--- config.mk ---
export PLATFORM = sky130hd
export DESIGN_NAME = stepper_position_servo_flat
export DESIGN_NICKNAME = d
export VERILOG_FILES = /design/src/hw/rtl/sps_pkg.sv /design/src/hw/rtl/sps_if.sv /design/src/hw/rtl/stepper_position_servo.sv /design/src/hw/rtl/sps_front.sv /design/src/hw/rtl/sps_queue.sv /design/src/hw/rtl/sps_back.sv /design/src/flat_wrapper.sv
export SDC_FILE = /design/constraint.sdc
export NUM_CORES = 1
export LEC_CHECK = 0
export ABC_AREA = 1
export BUFFER_PORTS_ARGS = -buffer_cell sky130_fd_sc_hd__buf_2
export CAP_MARGIN = 20
export CORE_MARGIN = 4
export CORE_UTILIZATION = 40
export DETAILED_ROUTE_END_ITERATION = 8
export GPL_TIMING_DRIVEN = 0
export SYNTH_ARGS = -nofsm -noshare
export SYNTH_HDL_FRONTEND = slang
export SYNTH_SLANG_ARGS = --single-unit
--- constraint.sdc ---
create_clock -name clk -period 3.6 [get_ports clk]
set_clock_uncertainty 0.2 [all_clocks]
set_input_delay 0.54 -clock clk [delete_from_list [all_inputs] [get_ports clk]]
set_output_delay 0.54 -clock clk [all_outputs]
set_load 0.1 [all_outputs]
--- src/hw/rtl/sps_pkg.sv ---
package sps_pkg;

  localparam int unsigned OPCODE_W   = 3;
  localparam int unsigned POS_W      = 8;
  localparam int unsigned COIL_W     = 4;
  localparam int unsigned PHASE_W    = 3;
  localparam int unsigned QUEUE_DEPTH = 2;
  localparam int unsigned QUEUE_PTR_W = (QUEUE_DEPTH > 1) ? $clog2(QUEUE_DEPTH) : 1;
  localparam int unsigned QUEUE_CNT_W = $clog2(QUEUE_DEPTH + 1);

  localparam logic [POS_W-1:0]   POS_MAX         = 8'd255;
  localparam logic [POS_W-1:0]   POS_MIN         = 8'd0;
  localparam logic [POS_W-1:0]   POS_RESET       = 8'd125;
  localparam logic [POS_W-1:0]   INCREMENT_RESET = 8'd5;
  localparam logic [POS_W-1:0]   TARGET_RESET    = 8'd0;
  localparam logic [PHASE_W-1:0] PHASE_RESET     = 3'd0;
  localparam logic [COIL_W-1:0]  COILS_OFF       = 4'h0;

  // Opcode codes on the command channel.
  localparam logic [OPCODE_W-1:0] OP_SET_TARGET  = 3'd0;
  localparam logic [OPCODE_W-1:0] OP_POS_TICK    = 3'd1;
  localparam logic [OPCODE_W-1:0] OP_STEP_TICK   = 3'd2;
  localparam logic [OPCODE_W-1:0] OP_OUTER_LIMIT = 3'd3;
  localparam logic [OPCODE_W-1:0] OP_INNER_LIMIT = 3'd4;

  typedef enum logic [2:0] {
    CMD_SET_TARGET,
    CMD_POS_TICK,
    CMD_STEP_TICK,
    CMD_OUTER_LIMIT,
    CMD_INNER_LIMIT,
    CMD_NOP
  } cmd_t;

  typedef struct packed {
    cmd_t             cmd;
    logic [POS_W-1:0] target;
  } queue_entry_t;

  // Eight-phase half-step coil sequence.
  function automatic logic [COIL_W-1:0] half_step_pattern(input logic [PHASE_W-1:0] phase);
    logic [COIL_W-1:0] pat;
    case (phase)
      3'd0:    pat = 4'h8;
      3'd1:    pat = 4'hC;
      3'd2:    pat = 4'h4;
      3'd3:    pat = 4'h6;
      3'd4:    pat = 4'h2;
      3'd5:    pat = 4'h3;
      3'd6:    pat = 4'h1;
      default: pat = 4'h9;
    endcase
    return pat;
  endfunction

  function automatic logic is_moving(input logic outward, input logic [POS_W-1:0] pos,
                                     input logic [POS_W-1:0] tgt);
    return outward ? (pos < tgt) : (pos > tgt);
  endfunction

endpackage

--- src/hw/rtl/sps_if.sv ---
interface sps_cmd_if import sps_pkg::*; ();
  logic                valid;
  logic                ready;
  logic [OPCODE_W-1:0] opcode;
  logic [POS_W-1:0]    target_value;

  modport source (output valid, output opcode, output target_value, input ready);
  modport sink   (input valid, input opcode, input target_value, output ready);
endinterface

interface sps_status_if import sps_pkg::*; ();
  logic              valid;
  logic              ready;
  logic [COIL_W-1:0] coil_pattern;
  logic [POS_W-1:0]  position;
  logic              moving;
  logic              direction_out;

  modport source (output valid, output coil_pattern, output position, output moving,
                  output direction_out, input ready);
  modport sink   (input valid, input coil_pattern, input position, input moving,
                  input direction_out, output ready);
endinterface

--- src/hw/rtl/stepper_position_servo.sv ---
// Half-step stepper position servo. Each command transfer on cmd (opcode 0 set
// target, 1 position tick, 2 step tick, 3 outer limit, 4 inner limit, others
// no-op) yields exactly one status transfer carrying the coil drive pattern,
// the dead-reckoned position, the moving flag and the direction, in command
// order. The block sustains one command per clock while status is ready: a
// decoder feeds a two-entry queue, and an execution stage applies each
// command to the state registers and holds the result in an output register.
// A result passes through the queue and the output register before it is
// offered on status, and stays there until taken; a stalled status side
// fills the queue before cmd drops ready.
// After reset the position is 125, the target 0, the direction inward, the
// coils off and position_increment 5. Write position_increment through
// cfg_wen/cfg_wdata only while no command is in flight.
module stepper_position_servo import sps_pkg::*; (
  input  logic             clk,
  input  logic             rst,
  input  logic             cfg_wen,
  input  logic [POS_W-1:0] cfg_wdata,
  sps_cmd_if.sink          cmd,
  sps_status_if.source     status
);

  logic [POS_W-1:0] increment;

  logic         push_valid;
  logic         push_ready;
  queue_entry_t push_entry;
  logic         pop_valid;
  logic         pop_ready;
  queue_entry_t pop_entry;

  // Hold the position increment; the user must write it only while the block is idle, which the block does not enforce.
  always_ff @(posedge clk) begin
    if (rst) begin
      increment <= INCREMENT_RESET;
    end else if (cfg_wen) begin
      increment <= cfg_wdata;
    end
  end

  // Decode opcodes into commands.
  sps_front u_front (
    .cmd        (cmd),
    .push_valid (push_valid),
    .push_ready (push_ready),
    .push_entry (push_entry)
  );

  // Decouple the decoder from the execution stage.
  sps_queue u_queue (
    .clk        (clk),
    .rst        (rst),
    .push_valid (push_valid),
    .push_ready (push_ready),
    .push_entry (push_entry),
    .pop_valid  (pop_valid),
    .pop_ready  (pop_ready),
    .pop_entry  (pop_entry)
  );

  // Execute commands against position, target, direction, phase and coils.
  sps_back u_back (
    .clk       (clk),
    .rst       (rst),
    .increment (increment),
    .pop_valid (pop_valid),
    .pop_ready (pop_ready),
    .pop_entry (pop_entry),
    .status    (status)
  );

endmodule

--- src/hw/rtl/sps_front.sv ---
module sps_front import sps_pkg::*; (
  sps_cmd_if.sink      cmd,
  output logic         push_valid,
  input  logic         push_ready,
  output queue_entry_t push_entry
);

  cmd_t cmd_kind;

  // Classify the opcode; unknown codes become no-ops.
  always_comb begin
    case (cmd.opcode)
      OP_SET_TARGET:  cmd_kind = CMD_SET_TARGET;
      OP_POS_TICK:    cmd_kind = CMD_POS_TICK;
      OP_STEP_TICK:   cmd_kind = CMD_STEP_TICK;
      OP_OUTER_LIMIT: cmd_kind = CMD_OUTER_LIMIT;
      OP_INNER_LIMIT: cmd_kind = CMD_INNER_LIMIT;
      default:        cmd_kind = CMD_NOP;
    endcase
  end

  assign push_valid        = cmd.valid;
  assign cmd.ready         = push_ready;
  assign push_entry.cmd    = cmd_kind;
  assign push_entry.target = cmd.target_value;

endmodule

--- src/hw/rtl/sps_queue.sv ---
module sps_queue import sps_pkg::*; (
  input  logic         clk,
  input  logic         rst,
  input  logic         push_valid,
  output logic         push_ready,
  input  queue_entry_t push_entry,
  output logic         pop_valid,
  input  logic         pop_ready,
  output queue_entry_t pop_entry
);

  queue_entry_t           slots [QUEUE_DEPTH];
  logic [QUEUE_PTR_W-1:0] wr_ptr;
  logic [QUEUE_PTR_W-1:0] rd_ptr;
  logic [QUEUE_CNT_W-1:0] count;
  logic                   do_push;
  logic                   do_pop;

  assign push_ready = (count != QUEUE_CNT_W'(QUEUE_DEPTH));
  assign pop_valid  = (count != '0);
  assign pop_entry  = slots[rd_ptr];
  assign do_push    = push_valid && push_ready;
  assign do_pop     = pop_valid && pop_ready;

  function automatic logic [QUEUE_PTR_W-1:0] ptr_inc(input logic [QUEUE_PTR_W-1:0] p);
    return (p == QUEUE_PTR_W'(QUEUE_DEPTH - 1)) ? '0 : p + 1'b1;
  endfunction

  always_ff @(posedge clk) begin
    if (do_push) begin
      slots[wr_ptr] <= push_entry;
    end
  end

  always_ff @(posedge clk) begin
    if (rst) begin
      wr_ptr <= '0;
      rd_ptr <= '0;
      count  <= '0;
    end else begin
      if (do_push) begin
        wr_ptr <= ptr_inc(wr_ptr);
      end
      if (do_pop) begin
        rd_ptr <= ptr_inc(rd_ptr);
      end
      case ({do_push, do_pop})
        2'b10:   count <= count + 1'b1;
        2'b01:   count <= count - 1'b1;
        default: count <= count;
      endcase
    end
  end

endmodule

--- src/hw/rtl/sps_back.sv ---
module sps_back import sps_pkg::*; (
  input  logic             clk,
  input  logic             rst,
  input  logic [POS_W-1:0] increment,
  input  logic             pop_valid,
  output logic             pop_ready,
  input  queue_entry_t     pop_entry,
  sps_status_if.source     status
);

  logic [POS_W-1:0]   position;
  logic [POS_W-1:0]   target;
  logic               outward;
  logic [PHASE_W-1:0] phase;
  logic [COIL_W-1:0]  coils;

  logic [POS_W-1:0]   position_next;
  logic [POS_W-1:0]   target_next;
  logic               outward_next;
  logic [PHASE_W-1:0] phase_next;
  logic [COIL_W-1:0]  coils_next;

  logic               out_valid;
  logic               take;
  logic               moving_now;
  logic [POS_W:0]     pos_sum;

  // The output register frees when empty or when its result is taken.
  assign pop_ready  = !out_valid || status.ready;
  assign take       = pop_valid && pop_ready;
  assign moving_now = is_moving(outward, position, target);
  assign pos_sum    = {1'b0, position} + {1'b0, increment};

  always_comb begin
    position_next = position;
    target_next   = target;
    outward_next  = outward;
    phase_next    = phase;
    coils_next    = coils;
    case (pop_entry.cmd)
      CMD_SET_TARGET: begin
        target_next  = pop_entry.target;
        outward_next = (pop_entry.target > position);
      end
      CMD_POS_TICK: begin
        if (moving_now) begin
          if (outward) begin
            position_next = pos_sum[POS_W] ? POS_MAX : pos_sum[POS_W-1:0];
          end else begin
            position_next = (increment > position) ? POS_MIN : position - increment;
          end
        end
      end
      CMD_STEP_TICK: begin
        if (moving_now) begin
          coils_next = half_step_pattern(phase);
          phase_next = outward ? phase - 1'b1 : phase + 1'b1;
        end
      end
      CMD_OUTER_LIMIT: begin
        position_next = POS_MAX;
        outward_next  = 1'b0;
      end
      CMD_INNER_LIMIT: begin
        position_next = POS_MIN;
        outward_next  = 1'b1;
      end
      default: begin
      end
    endcase
  end

  always_ff @(posedge clk) begin
    if (rst) begin
      position  <= POS_RESET;
      target    <= TARGET_RESET;
      outward   <= 1'b0;
      phase     <= PHASE_RESET;
      coils     <= COILS_OFF;
      out_valid <= 1'b0;
    end else begin
      if (take) begin
        position  <= position_next;
        target    <= target_next;
        outward   <= outward_next;
        phase     <= phase_next;
        coils     <= coils_next;
        out_valid <= 1'b1;
      end else if (status.ready) begin
        out_valid <= 1'b0;
      end
    end
  end

  always_ff @(posedge clk) begin
    if (take) begin
      status.coil_pattern  <= coils_next;
      status.position      <= position_next;
      status.moving        <= is_moving(outward_next, position_next, target_next);
      status.direction_out <= outward_next;
    end
  end

  assign status.valid = out_valid;

endmodule

--- src/flat_wrapper.sv ---
// flat-port wrapper written by rule: the top's interface ports become plain ports
module stepper_position_servo_flat import sps_pkg::*;
  (clk, rst, cfg_wen, cfg_wdata, cmd_valid, cmd_opcode, cmd_target_value, cmd_ready, status_valid, status_coil_pattern, status_position, status_moving, status_direction_out, status_ready);
  sps_cmd_if cmd_i ();
  sps_status_if status_i ();
  input  logic clk;
  input  logic rst;
  input  logic cfg_wen;
  input  logic [POS_W-1:0] cfg_wdata;
  input wire logic [$bits(cmd_i.valid)-1:0] cmd_valid;
  input wire logic [$bits(cmd_i.opcode)-1:0] cmd_opcode;
  input wire logic [$bits(cmd_i.target_value)-1:0] cmd_target_value;
  output wire logic [$bits(cmd_i.ready)-1:0] cmd_ready;
  output wire logic [$bits(status_i.valid)-1:0] status_valid;
  output wire logic [$bits(status_i.coil_pattern)-1:0] status_coil_pattern;
  output wire logic [$bits(status_i.position)-1:0] status_position;
  output wire logic [$bits(status_i.moving)-1:0] status_moving;
  output wire logic [$bits(status_i.direction_out)-1:0] status_direction_out;
  input wire logic [$bits(status_i.ready)-1:0] status_ready;
  assign cmd_i.valid = cmd_valid;
  assign cmd_i.opcode = cmd_opcode;
  assign cmd_i.target_value = cmd_target_value;
  assign cmd_ready = cmd_i.ready;
  assign status_valid = status_i.valid;
  assign status_coil_pattern = status_i.coil_pattern;
  assign status_position = status_i.position;
  assign status_moving = status_i.moving;
  assign status_direction_out = status_i.direction_out;
  assign status_i.ready = status_ready;
  stepper_position_servo u_core (.clk(clk), .rst(rst), .cfg_wen(cfg_wen), .cfg_wdata(cfg_wdata), .cmd(cmd_i), .status(status_i));
endmodule
Word-level counts from Yosys, hierarchy flattened
Memory sizes are Yosys's and may differ from the RTL's. A register that Yosys moved wholly into a read port is not among the register bits.
Cells that the tools add are included.
Cells by class
  magnitude comparators: 6
  muxes and demuxes: 23
  eq/ne operators: 17
  reductions and logical operators: 11
  add/sub/neg operators: 8
Operator list (number)
  2-to-1 mux 8 bit: 5
  greater-than comparator 8 bit: 4
  one-hot mux 4 bit (7 select lines): 1
  one-hot mux 8 bit (3 select lines): 1
  equality test 3 x 2 -> 1 bit, second input constant: 6
  less-than comparator 8 bit: 2
  equality test 3 bit, second input constant: 5
  one-hot mux 3 bit (5 select lines): 1
  2-to-1 mux 1 bit: 10
  adder 8 x 8 -> 9 bit: 1
  equality test 3 x 1 -> 1 bit, second input constant: 3
  logical NOT 3 bit: 3
  2-to-1 mux 4 bit: 2
  subtractor 8 bit: 1
  nonzero test 2 bit: 3
  one-hot mux 2 bit (2 select lines): 1
  adder 3 x 1 -> 3 bit, second input constant: 1
  2-to-1 mux 3 bit: 1
  one-hot mux 1 bit (3 select lines): 1
  AND reduction 3 bit: 1
  subtractor 3 x 1 -> 3 bit, second input constant: 1
  adder 1 bit, second input constant: 2
  adder 2 x 1 -> 2 bit, second input constant: 1
  equality test 2 x 1 -> 1 bit, second input constant: 1
  6 further kinds: 7
Word-level totals
  RAM bits: 22
  flip-flop bits (word level): 51
  output and inout bits: 16
  memories kept: 1
Memories
  u_core.u_queue.slots: words 2, bits a word 11, read ports 1, clocked after Yosys merged registers in 1, wr ports 1, RTL line sps_queue.sv:12  | queue_entry_t slots [QUEUE_DEPTH];

Depth between registers and ports, before layout
Gate-level depths: netlist of the first run.
  word-level depth: 7
  mapped depth: 25
  mapped depth without buffers: 24

Hierarchy
A second synthesis of the first run with hierarchy kept.
Second synthesis, totals
  cells, all modules: 670
  area, all modules: 5213.8 um2
By module, submodules not included
  sps_back: sequential area each 920.9 um2, cells an instance 535, instances 1, area each 3684.8 um2
  sps_queue: sequential area each 760.7 um2, cells an instance 72, instances 1, area each 1114.8 um2
  stepper_position_servo: sequential area each 160.2 um2, cells an instance 47, instances 1, area each 316.6 um2
  sps_front: sequential area each 0.0 um2, cells an instance 16, instances 1, area each 97.6 um2

Least setup slack after synthesis of the first run
Ideal clock, no wire load.
  kind: reg-to-reg
  start point: register u_core.u_back.position[0]
  end point: register u_core.u_back.status.moving, data pin
  setup slack: 0.567 ns
  path buffers: 0
  data arrival time: 2.571 ns
  stages on the path, launching flop included: 22
  library setup time: 0.262 ns
  clock period less this slack: 3.033 ns
  path through: dfxtp_1 inv_1 ha_1 inv_1 fa_1 nand3_1 nand2_1 nand2_1 nand2_1 nand3_1 nand2_1 nand2_1 nand2_1 nand2_1 nand2_1 ha_1 nand2_1 or2_2 nand3_1 inv_1 nand2_1 o21ai_0
Between the ends
  longest elaborated chain between the ends: 7
  elaborated cells between the ends (all ways): 16
RTL lines
  start, declared: RTL line sps_back.sv:11  | logic [POS_W-1:0] position;
  start signal, assigned: RTL line sps_back.sv:83  | position <= position_next;
  subtractor 8 bit (tied with other cells): RTL line sps_back.sv:50  | position_next = (increment > position) ? POS_MIN : position - increment;
  2-to-1 mux 8 bit (on tied branches): RTL line sps_back.sv:50, sps_back.sv:48
  2-to-1 mux 8 bit: RTL line sps_back.sv:47  | if (outward) begin
  2-to-1 mux 8 bit (*): RTL line sps_back.sv:46  | if (moving_now) begin
  one-hot mux 8 bit (3 select lines) (*): RTL line sps_back.sv:40  | case (pop_entry.cmd)
  via u_core.u_back.position_next[7]: RTL line sps_back.sv:17  | logic [POS_W-1:0] position_next;
  greater-than comparator 8 bit / less-than comparator 8 bit (equally long branches): RTL line sps_pkg.sv:58  | return outward ? (pos < tgt) : (pos > tgt);
  2-to-1 mux 1 bit (*): RTL line sps_pkg.sv:58
  end signal, assigned: RTL line sps_back.sv:99  | status.moving <= is_moving(outward_next, position_next, target_next);
  end, declared: RTL line sps_if.sv:19  | modport source (output valid, output coil_pattern, output position, output moving,
Mark *: on every way through the listed nets, which the timed path passes. The rest lies on a longest branch.
A chain may end at the register's enable or synchronous reset.

Worst setup path in the final report of the first run
Same ends and word-level chain as after synthesis.

==> impl_metrics.tcl, run 1 <==
set metrics [dict create \
    start_util 0.408 \
    drv_cap 0 \
    synth_area_leaders "edfxtp_1 22%, dfxtp_1 16%, nand2_1 12%" \
    grt_util_all_layers 0.172 \
    route.detailed.drc 0 \
    worstSetupEndpointType "flip-flop" \
    rsz0062_at_grt "no" \
    drive_above_1_share 0.173 \
    yosysSeqAreaShare 0.377 \
    gp_congestion 0.863 \
    hold_buffers 0 \
    crit_fanout 7 \
    cts_max_path_buffers 2 \
    reg2reg_slack_ns 0.19 \
    htree_levels 3 \
    synth.cell_area_um2 4880 \
    synth_ff_type "dfxtp_1" \
    setup_violations 0 \
    wirelength_mm 11.6 \
    tritoncts "done" \
    numCtsBuffers 9 \
    avgSynthCellArea_um2 7.80 \
    yosys_warnings 0 \
    num_antenna_cells 0 \
    fillers 1184 \
    netlist_instances 626 \
    detail-route-antenna-nets 0 \
    hold_viol 0 \
    path_clk_slew_ns 0.06 \
    layout_common_cells "160 x nand2_1, 95 x inv_1, 45 x nand3_1, 45 x ha_1, 43 x buf_2" \
    grt_pass1_wl_mm 19.5 \
    hold_slack_ns 0.183 \
    hold_class "in -> reg" \
    maxSlewHeadroom 0.363 \
    yosys.cell_types.count 43 \
    portBuffers 38 \
    start_kind "flip-flop" \
    drtIter0Drc 267 \
    firstDrtPassIters 5 \
    routedWlPerCell_um 14.0 \
    die_w_um 118 \
    ios 40 \
    coreArea_um2 12000 \
    area_growth_pct 15.2 \
    path_class "reg -> reg" \
    cts-root-buf "clkbuf_16" \
    syn_nets 699 \
    synth_top_area_share 0.221 \
    layout_min_cycle_time_ns 3.41 \
    rows 40 \
    synth_edf_count 36 \
    clk_latency_ns 0.34 \
    vias 4153 \
    yosysTopAreaCell "edfxtp_1" \
    post-route-period-util 0.948 \
    viasPerCell 5.01 \
    die_h_um 118 \
    cp.required_ns 3.49 \
    dieArea_um2 14000 \
    grt-ovfl-total 0 \
    grt_max_degree 19 \
    nNetsFinal 750 \
    drv_slew 0 \
    fmax_mhz 293 \
    status "finished clean" \
    final_common_cell "nand2_1" \
    worstMarginPinSlew_ns 0.952 \
    grt_pass1_vias 4001 \
    dp.final_hpwl_mm 9.08 \
    ys_ff_latch 74 \
    async_flop_share 0 \
    cp_data_arrival_time_ns 3.31 \
    antenna_found_initial 0 \
    clock_sinks 74 \
]
[area by class of cell]
class | count | area, um2 | area share
multi-input combinational | 431 | 2580 | 0.459
sequential | 74 | 1850 | 0.328
inverter | 101 | 379 | 0.0674
clock buffer | 10 | 229 | 0.0407
timing repair buffer | 40 | 225 | 0.0400
tap | 147 | 184 | 0.0327
buffer | 20 | 141 | 0.0251
clock inverter | 6 | 41.3 | 0.00734
[state kept, by name, indices dropped and copies added (netlist names), named ones only]
register / flops
u_core.u_back.status.position: 8
u_core.u_back.position: 8
u_core.u_back.target: 8
u_core.u_queue.slots: 22
u_core.u_queue.rd_ptr: 1
u_core.u_back.phase: 3
u_core.u_queue.count: 2
u_core.u_back.coils: 4
u_core.increment: 8
u_core.u_back.status.direction_out: 1
u_core.u_back.status.moving: 1
u_core.u_back.outward: 1
u_core.u_queue.wr_ptr: 1
u_core.u_back.status.coil_pattern: 4
u_core.u_back.status.valid: 1
[cell usage after synthesis, types with 8 or more instances]
cell type and number:
ha_1 47, edfxtp_1 36, o21ai_0 29, nor2_1 30, nand2_2 8, nand2_1 162
o21ai_2 9, dfxtp_1 38, nand3_1 46, a21oi_1 44, inv_1 97
[through the flow]
stage	worst slack [ns]	utilization	area (um2)	std cells	TNS, ns
floorplan	0.567	-	4880	626	0
global placement	-0.101	0.439	5260	811	-0.101
detailed placement	-0.0713	0.442	5280	812	-0.0713
CTS	0.0297	0.465	5560	828	0
global route	0.00247	0.470	5620	829	0
finish	0.187	0.470	5620	829	0
[repair_timing]
action	CTS	global route
pin swaps	0	2
setup endpoints to repair	1	1
setup buffers	0	1
gates resized for setup	2	20
[worst max-delay path, cell delays in order (launching register included)]
cell	delay, ns
dfxtp_2	0.35
inv_2	0.09
ha_1	0.16
inv_1	0.06
fa_2	0.37
nand3_1	0.10
nand2_1	0.09
nand2_2	0.10
nand2_4	0.09
nand2_1	0.08
nand2_1	0.04
o21ai_1	0.12
nand2_1	0.08
nand3_1	0.09
nand2_1	0.10
ha_1	0.33
a21oi_1	0.19
o21ai_1	0.09
nand4_1	0.07
nand3_1	0.12
o21ai_0	0.12
o21ai_1	0.09
[layer usage]
layer	global-route usage	wire [um]	part of all wire	vias up
met5	0	0	0	-
met3	0.0378	371	0.032	12
met4	0.0478	154	0.013	0
met2	0.289	5620	0.48	66
li1	-	-	-	2142
met1	0.224	5460	0.47	1933
[cells by family after synthesis]
family,share of synthesized area
fa+ha+maj,0.129
xor+xnor,0.00897
mux,0.0182
compound gates,0.127
buf+inv,0.106
simple gates,0.234
flops,0.377
[final timing paths]
| kind | endpoint | cells after the start | start |
|---|---|---|---|
| max | u_core.u_back.status.moving$_DFFE_PP_ | 21 | u_core.u_back.position[0]$_SDFFE_PP1P_ |
| min | u_core.u_queue.slots[0][6]$_DFFE_PP_ | 1 | cmd_target_value[6] |
| max reg2reg | u_core.u_back.status.moving$_DFFE_PP_ | 21 | u_core.u_back.position[0]$_SDFFE_PP1P_ |
| min reg2reg | u_core.u_queue.rd_ptr$_SDFFE_PP0P_ | 1 | u_core.u_queue.rd_ptr$_SDFFE_PP0P_ |
Power of run 1 is not shown: default switching activity piles up to over one toggle a cycle in this logic, so the estimate is an artifact.
==> run 2, diff against run 1 <==
--- a/config.mk
+++ b/config.mk
@@ -8,10 +8,12 @@
 export ABC_AREA = 1
 export BUFFER_PORTS_ARGS = -buffer_cell sky130_fd_sc_hd__buf_2
 export CAP_MARGIN = 20
+export CORE_ASPECT_RATIO = 1.5
 export CORE_MARGIN = 4
 export CORE_UTILIZATION = 40
 export DETAILED_ROUTE_END_ITERATION = 8
 export GPL_TIMING_DRIVEN = 0
 export SYNTH_ARGS = -nofsm -noshare
 export SYNTH_HDL_FRONTEND = slang
+export SYNTH_HIERARCHICAL = 1
 export SYNTH_SLANG_ARGS = --single-unit
==> impl_metrics.tcl, run 2 <==
set metrics [dict create \
    path_class "reg -> reg" \
    vias 4319 \
    wirelength_mm 11.9 \
    status "finished clean" \
    fin_util 0.474 \
    layout_common_cells "174 x nand2_1, 102 x inv_1, 45 x ha_1, 44 x nor2_1, 42 x nand3_1" \
    holdPathEnd "u_core/u_queue/slots[0][3]$_DFFE_PP_" \
    grt_util_all_layers 0.166 \
    cts-root-buf "clkbuf_16" \
    cts_max_path_buffers 2 \
    ios 40 \
    yosysTopAreaCell "edfxtp_1" \
    rows 50 \
    hold_depth 1 \
    syn_nets 743 \
    hold_buffers 0 \
    yosysSeqAreaShare 0.353 \
    hold_viol 0 \
    path_clk_slew_ns 0.06 \
    rr_worst_depth 20 \
    dp_slack_ns -0.322 \
    holdCritStartpoint "cmd_target_value[3]" \
    r2r_end "u_core/u_back/status.moving$_DFFE_PP_" \
    routedWlPerCell_um 13.5 \
    fmax_mhz 294 \
    avgSynthCellArea_um2 7.78 \
    post-route-period-util 0.945 \
    grt_pass1_vias 4224 \
    gp_congestion 0.895 \
    yosys_warnings 6 \
    firstDrtPassIters 4 \
    synth_edf_count 36 \
    netlist_instances 670 \
    portBuffers 30 \
    detail-route-antenna-nets 0 \
    drv_slew 0 \
    ys_ff_latch 74 \
    drtIter0Drc 201 \
    synth_ff_type "dfxtp_1" \
    regMostFlops "u_core/u_queue/slots" \
    final_common_cell "nand2_1" \
    clk_latency_ns 0.33 \
    cp_data_arrival_time_ns 3.29 \
    grt_max_degree 24 \
    ys_top_cells_by_count "176 x nand2_1, 104 x inv_1, 47 x ha_1" \
    dieArea_um2 15000 \
    route.detailed.drc 0 \
    nNetsFinal 790 \
    hold_class "in -> reg" \
    start_util 0.413 \
    area_growth_pct 15.0 \
    clock_sinks 74 \
    dp.final_hpwl_mm 9.55 \
    worstMarginPinSlew_ns 0.899 \
    tritoncts "done" \
    grt-ovfl-total 0 \
    die_w_um 101 \
    drive_above_1_share 0.206 \
    num_antenna_cells 0 \
    largest_reg_flops 22 \
    hold_slack_ns 0.190 \
    htree_levels 3 \
    synth_top_area_share 0.207 \
    antenna_found_initial 0 \
    setup_tns_ns 0 \
    numCtsBuffers 9 \
    layout_min_cycle_time_ns 3.40 \
    synth_area_leaders "edfxtp_1 21%, dfxtp_1 15%, nand2_1 13%" \
    r2r-start "u_core/increment[0]$_SDFFE_PP1P_" \
    setup_violations 0 \
    die_h_um 148 \
    cp.required_ns 3.49 \
    grt_pass1_wl_mm 19.7 \
    crit_fanout 4 \
    worstSetupEndpointType "flip-flop" \
    yosys.cell_types.count 47 \
    coreArea_um2 12600 \
    reg2reg_slack_ns 0.20 \
    drv_cap 0 \
    synth.cell_area_um2 5210 \
    finalWorstSetupSlack_ns 0.197 \
    yosysMostFrequentCell "nand2_1" \
    viasPerCell 4.92 \
    async_flop_share 0 \
    start_kind "flip-flop" \
    maxSlewHeadroom 0.399 \
]
-- run 2: cell count changes in the layout (fill, tap and decap cells not counted), moves of 6 or more --
cell | before | now
buf_4 | 3 | 19
nand2_1 | 160 | 174
nor2_1 | 30 | 44
a21oi_1 | 42 | 29
mux2_4 | 0 | 10
buf_2 | 43 | 34
inv_1 | 95 | 102
a21oi_2 | 2 | 8
mux2_2 | 7 | 1
o21ai_0 | 26 | 20
o21ai_2 | 9 | 3
-- run 2: timing repair --
| item | CTS | global route |
|---|---|---|
| cloned | 0 | 0 |
| setup buffers | 1 | 5 |
| setup endpoints to repair | 1 | 1 |
| pin swaps | 0 | 4 |
| resized for setup | 11 | 14 |
-- run 2: worst max-delay path, cell delays in order, from the launching register on --
cell,delay [ns]
dfxtp_1,0.37
ha_1,0.27
fa_2,0.39
nand2_1,0.10
nand2_2,0.07
nand2_2,0.09
nand2_2,0.08
nor2_4,0.17
nand3_1,0.08
nand2_1,0.10
nand2_1,0.06
nand2_1,0.08
nand2_2,0.08
ha_1,0.33
nand2_2,0.10
inv_1,0.05
nand3_2,0.11
inv_1,0.07
a21oi_2,0.15
o21bai_1,0.12
o21ai_1,0.08
-- run 2: kinds of logic after synthesis --
| kind of cell | after synthesis | synth area share |
|---|---|---|
| AND/OR/NAND/NOR | 304 | 0.269 |
| XOR/XNOR | 5 | 0.00840 |
| flip-flops | 74 | 0.353 |
| multiplexers | 12 | 0.0329 |
| AO/OA/AOI/OAI | 85 | 0.0960 |
| adder cells (fa/ha/maj) | 49 | 0.120 |
| buffers and inverters | 141 | 0.120 |
-- run 2: worst max path at each step --
stage | from | end | slack, ns
final | u_core/increment[0]$_SDFFE_PP1P_ | u_core/u_back/status.moving$_DFFE_PP_ | 0.20
after global routing | u_core/increment[5]$_SDFFE_PP0P_ | u_core/u_back/status.moving$_DFFE_PP_ | -0.03
after CTS | u_core/u_back/position[0]$_SDFFE_PP1P_ | u_core/u_back/status.moving$_DFFE_PP_ | 0.02
after detailed placement | u_core/u_back/position[0]$_SDFFE_PP1P_ | u_core/u_back/status.moving$_DFFE_PP_ | -0.32
after global placement | u_core/u_back/position[0]$_SDFFE_PP1P_ | u_core/u_back/status.moving$_DFFE_PP_ | -0.28
after floorplan | u_core/u_back/position[0]$_SDFFE_PP1P_ | u_core/u_back/status.moving$_DFFE_PP_ | 0.47
-- run 2: per-layer routing --
layer | global-route usage | up-vias | part of all wire
met3 | 0.0302 | 29 | 0.027
met2 | 0.308 | 74 | 0.55
met1 | 0.172 | 1983 | 0.39
li1 | - | 2233 | -
met5 | 0 | - | 0
met4 | 0.0872 | 0 | 0.040
-- run 2: through the flow --
step,instance area (um2),cells
6_report,5990,878
5_1_grt,5990,878
4_1_cts,5910,873
3_5_place_dp,5560,856
3_3_place_gp,5560,856
2_1_floorplan,5210,670
-- run 2: area by class of cell --
cell class              count  area (um2)
fillers                  1276        6640
clock buffers              11         243
well taps                 156         195
repair buffers             36         195
inverters                 116         445
clock inverters             5        77.6
flip-flops and latches     74        1850
plain buffers              25         178
multi-input cells         455        2810
Power of run 2 is left out for the same reason.
==> run 3, diff against run 2 <==
--- a/config.mk
+++ b/config.mk
@@ -11,6 +11,7 @@
 export CORE_ASPECT_RATIO = 1.5
 export CORE_MARGIN = 4
 export CORE_UTILIZATION = 40
+export CTS_BUF_LIST = sky130_fd_sc_hd__clkbuf_8
 export DETAILED_ROUTE_END_ITERATION = 8
 export GPL_TIMING_DRIVEN = 0
 export SYNTH_ARGS = -nofsm -noshare
==> impl_metrics.tcl, run 3 (synthesized netlist as in run 2, its figures left out) <==
set metrics [dict create \
    status "finished clean" \
    grt_max_degree 24 \
    hold_slack_ns 0.163 \
    dieArea_um2 15000 \
    grt_util_all_layers 0.166 \
    num_antenna_cells 0 \
    grt_pass1_vias 4163 \
    path_class "reg -> reg" \
    firstDrtPassIters 4 \
    rows 50 \
    drv_cap 0 \
    numCtsBuffers 9 \
    die_w_um 101 \
    regMostFlops "u_core/u_queue/slots" \
    tritoncts "done" \
    fin_area_um2 5900 \
    setup_violations 0 \
    die_h_um 148 \
    start_kind "flip-flop" \
    cts_max_path_buffers 2 \
    cts-root-buf "clkbuf_8" \
    vias 4288 \
    crit_fanout 4 \
    dp.final_hpwl_mm 9.55 \
    grt-ovfl-total 0 \
    largest_reg_flops 22 \
    routedWlPerCell_um 13.4 \
    cp.required_ns 3.52 \
    dpl-instance-area_um2 5560 \
    cp_data_arrival_time_ns 3.31 \
    layout_common_cells "174 x nand2_1, 103 x inv_1, 45 x ha_1, 44 x nor2_1, 42 x nand3_1" \
    reg2reg_slack_ns 0.20 \
    layout_min_cycle_time_ns 3.40 \
    drv_slew 0 \
    hold_depth 1 \
    wirelength_mm 11.8 \
    area_growth_pct 13.2 \
    drtIter0Drc 193 \
    worstMarginPinSlew_ns 0.898 \
    final_common_cell "nand2_1" \
    holdCritStartpoint "cmd_target_value[3]" \
    ios 40 \
    nNetsFinal 791 \
    clk_latency_ns 0.36 \
    route.detailed.drc 0 \
    hold_buffers 0 \
    clock_sinks 74 \
    hold_viol 0 \
    antenna_found_initial 0 \
    drive_above_1_share 0.207 \
    htree_levels 3 \
    fmax_mhz 294 \
    maxSlewHeadroom 0.399 \
    crit_start "u_core/increment[0]$_SDFFE_PP1P_" \
    path_clk_slew_ns 0.08 \
    viasPerCell 4.88 \
    post-route-period-util 0.944 \
    rr_worst_depth 20 \
    gp_congestion 0.895 \
    worstSetupEndpointType "flip-flop" \
    coreArea_um2 12600 \
    portBuffers 30 \
    hold_class "in -> reg" \
    r2r-start "u_core/increment[0]$_SDFFE_PP1P_" \
    detail-route-antenna-nets 0 \
    grt_pass1_wl_mm 19.5 \
    start_util 0.413 \
]
run 3: worst paths after layout:
path,to
max,u_core/u_back/status.moving$_DFFE_PP_
min,u_core/u_queue/slots[0][3]$_DFFE_PP_
max reg2reg,u_core/u_back/status.moving$_DFFE_PP_
min reg2reg,u_core/increment[6]$_SDFFE_PP0P_
run 3: worst max-delay path: stages, from the launching register on:
cell and delay (ns):
dfxtp_1 0.37, ha_1 0.27, fa_2 0.39, nand2_1 0.10, nand2_2 0.07, nand2_2 0.09, nand2_2 0.08, nor2_4 0.17
nand3_1 0.08, nand2_1 0.10, nand2_1 0.06, nand2_1 0.09, nand2_2 0.08, ha_1 0.33, nand2_2 0.10, inv_1 0.05
nand3_2 0.10, inv_1 0.07, a21oi_2 0.15, o21bai_1 0.12, o21ai_1 0.08
run 3: final cells by class:
class                   count  area (um2)
plain buffers              25         178
repair buffers             37         203
clock inverters             6        81.3
flip-flops and latches     74        1850
multi-input cells         455        2810
fillers                  1285        6740
clock buffers              10         138
inverters                 116         445
well taps                 156         195
run 3: per-stage QoR:
step,utilization,cells,TNS [ns],worst slack (ns)
finish,0.467,879,0,0.203
global route,0.467,879,-0.0306,-0.0306
CTS,0.460,873,0,0.0170
detailed placement,0.440,856,-0.322,-0.322
global placement,0.440,856,-0.277,-0.277
floorplan,-,670,0,0.473
run 3: repair_timing:
item | in CTS | in global routing
pin swaps | 0 | 4
setup endpoints to repair | 1 | 1
buffers inserted | 1 | 6
resized for setup | 11 | 14
gates cloned | 0 | 0
run 3: per-layer routing:
metal	vias to the layer above	wire, um	global-route usage
met5	-	0	0
met4	0	553	0.0978
met3	29	371	0.0326
met2	81	6350	0.300
met1	1948	4490	0.174
li1	2230	-	-
Power of run 3 is left out for the same reason.
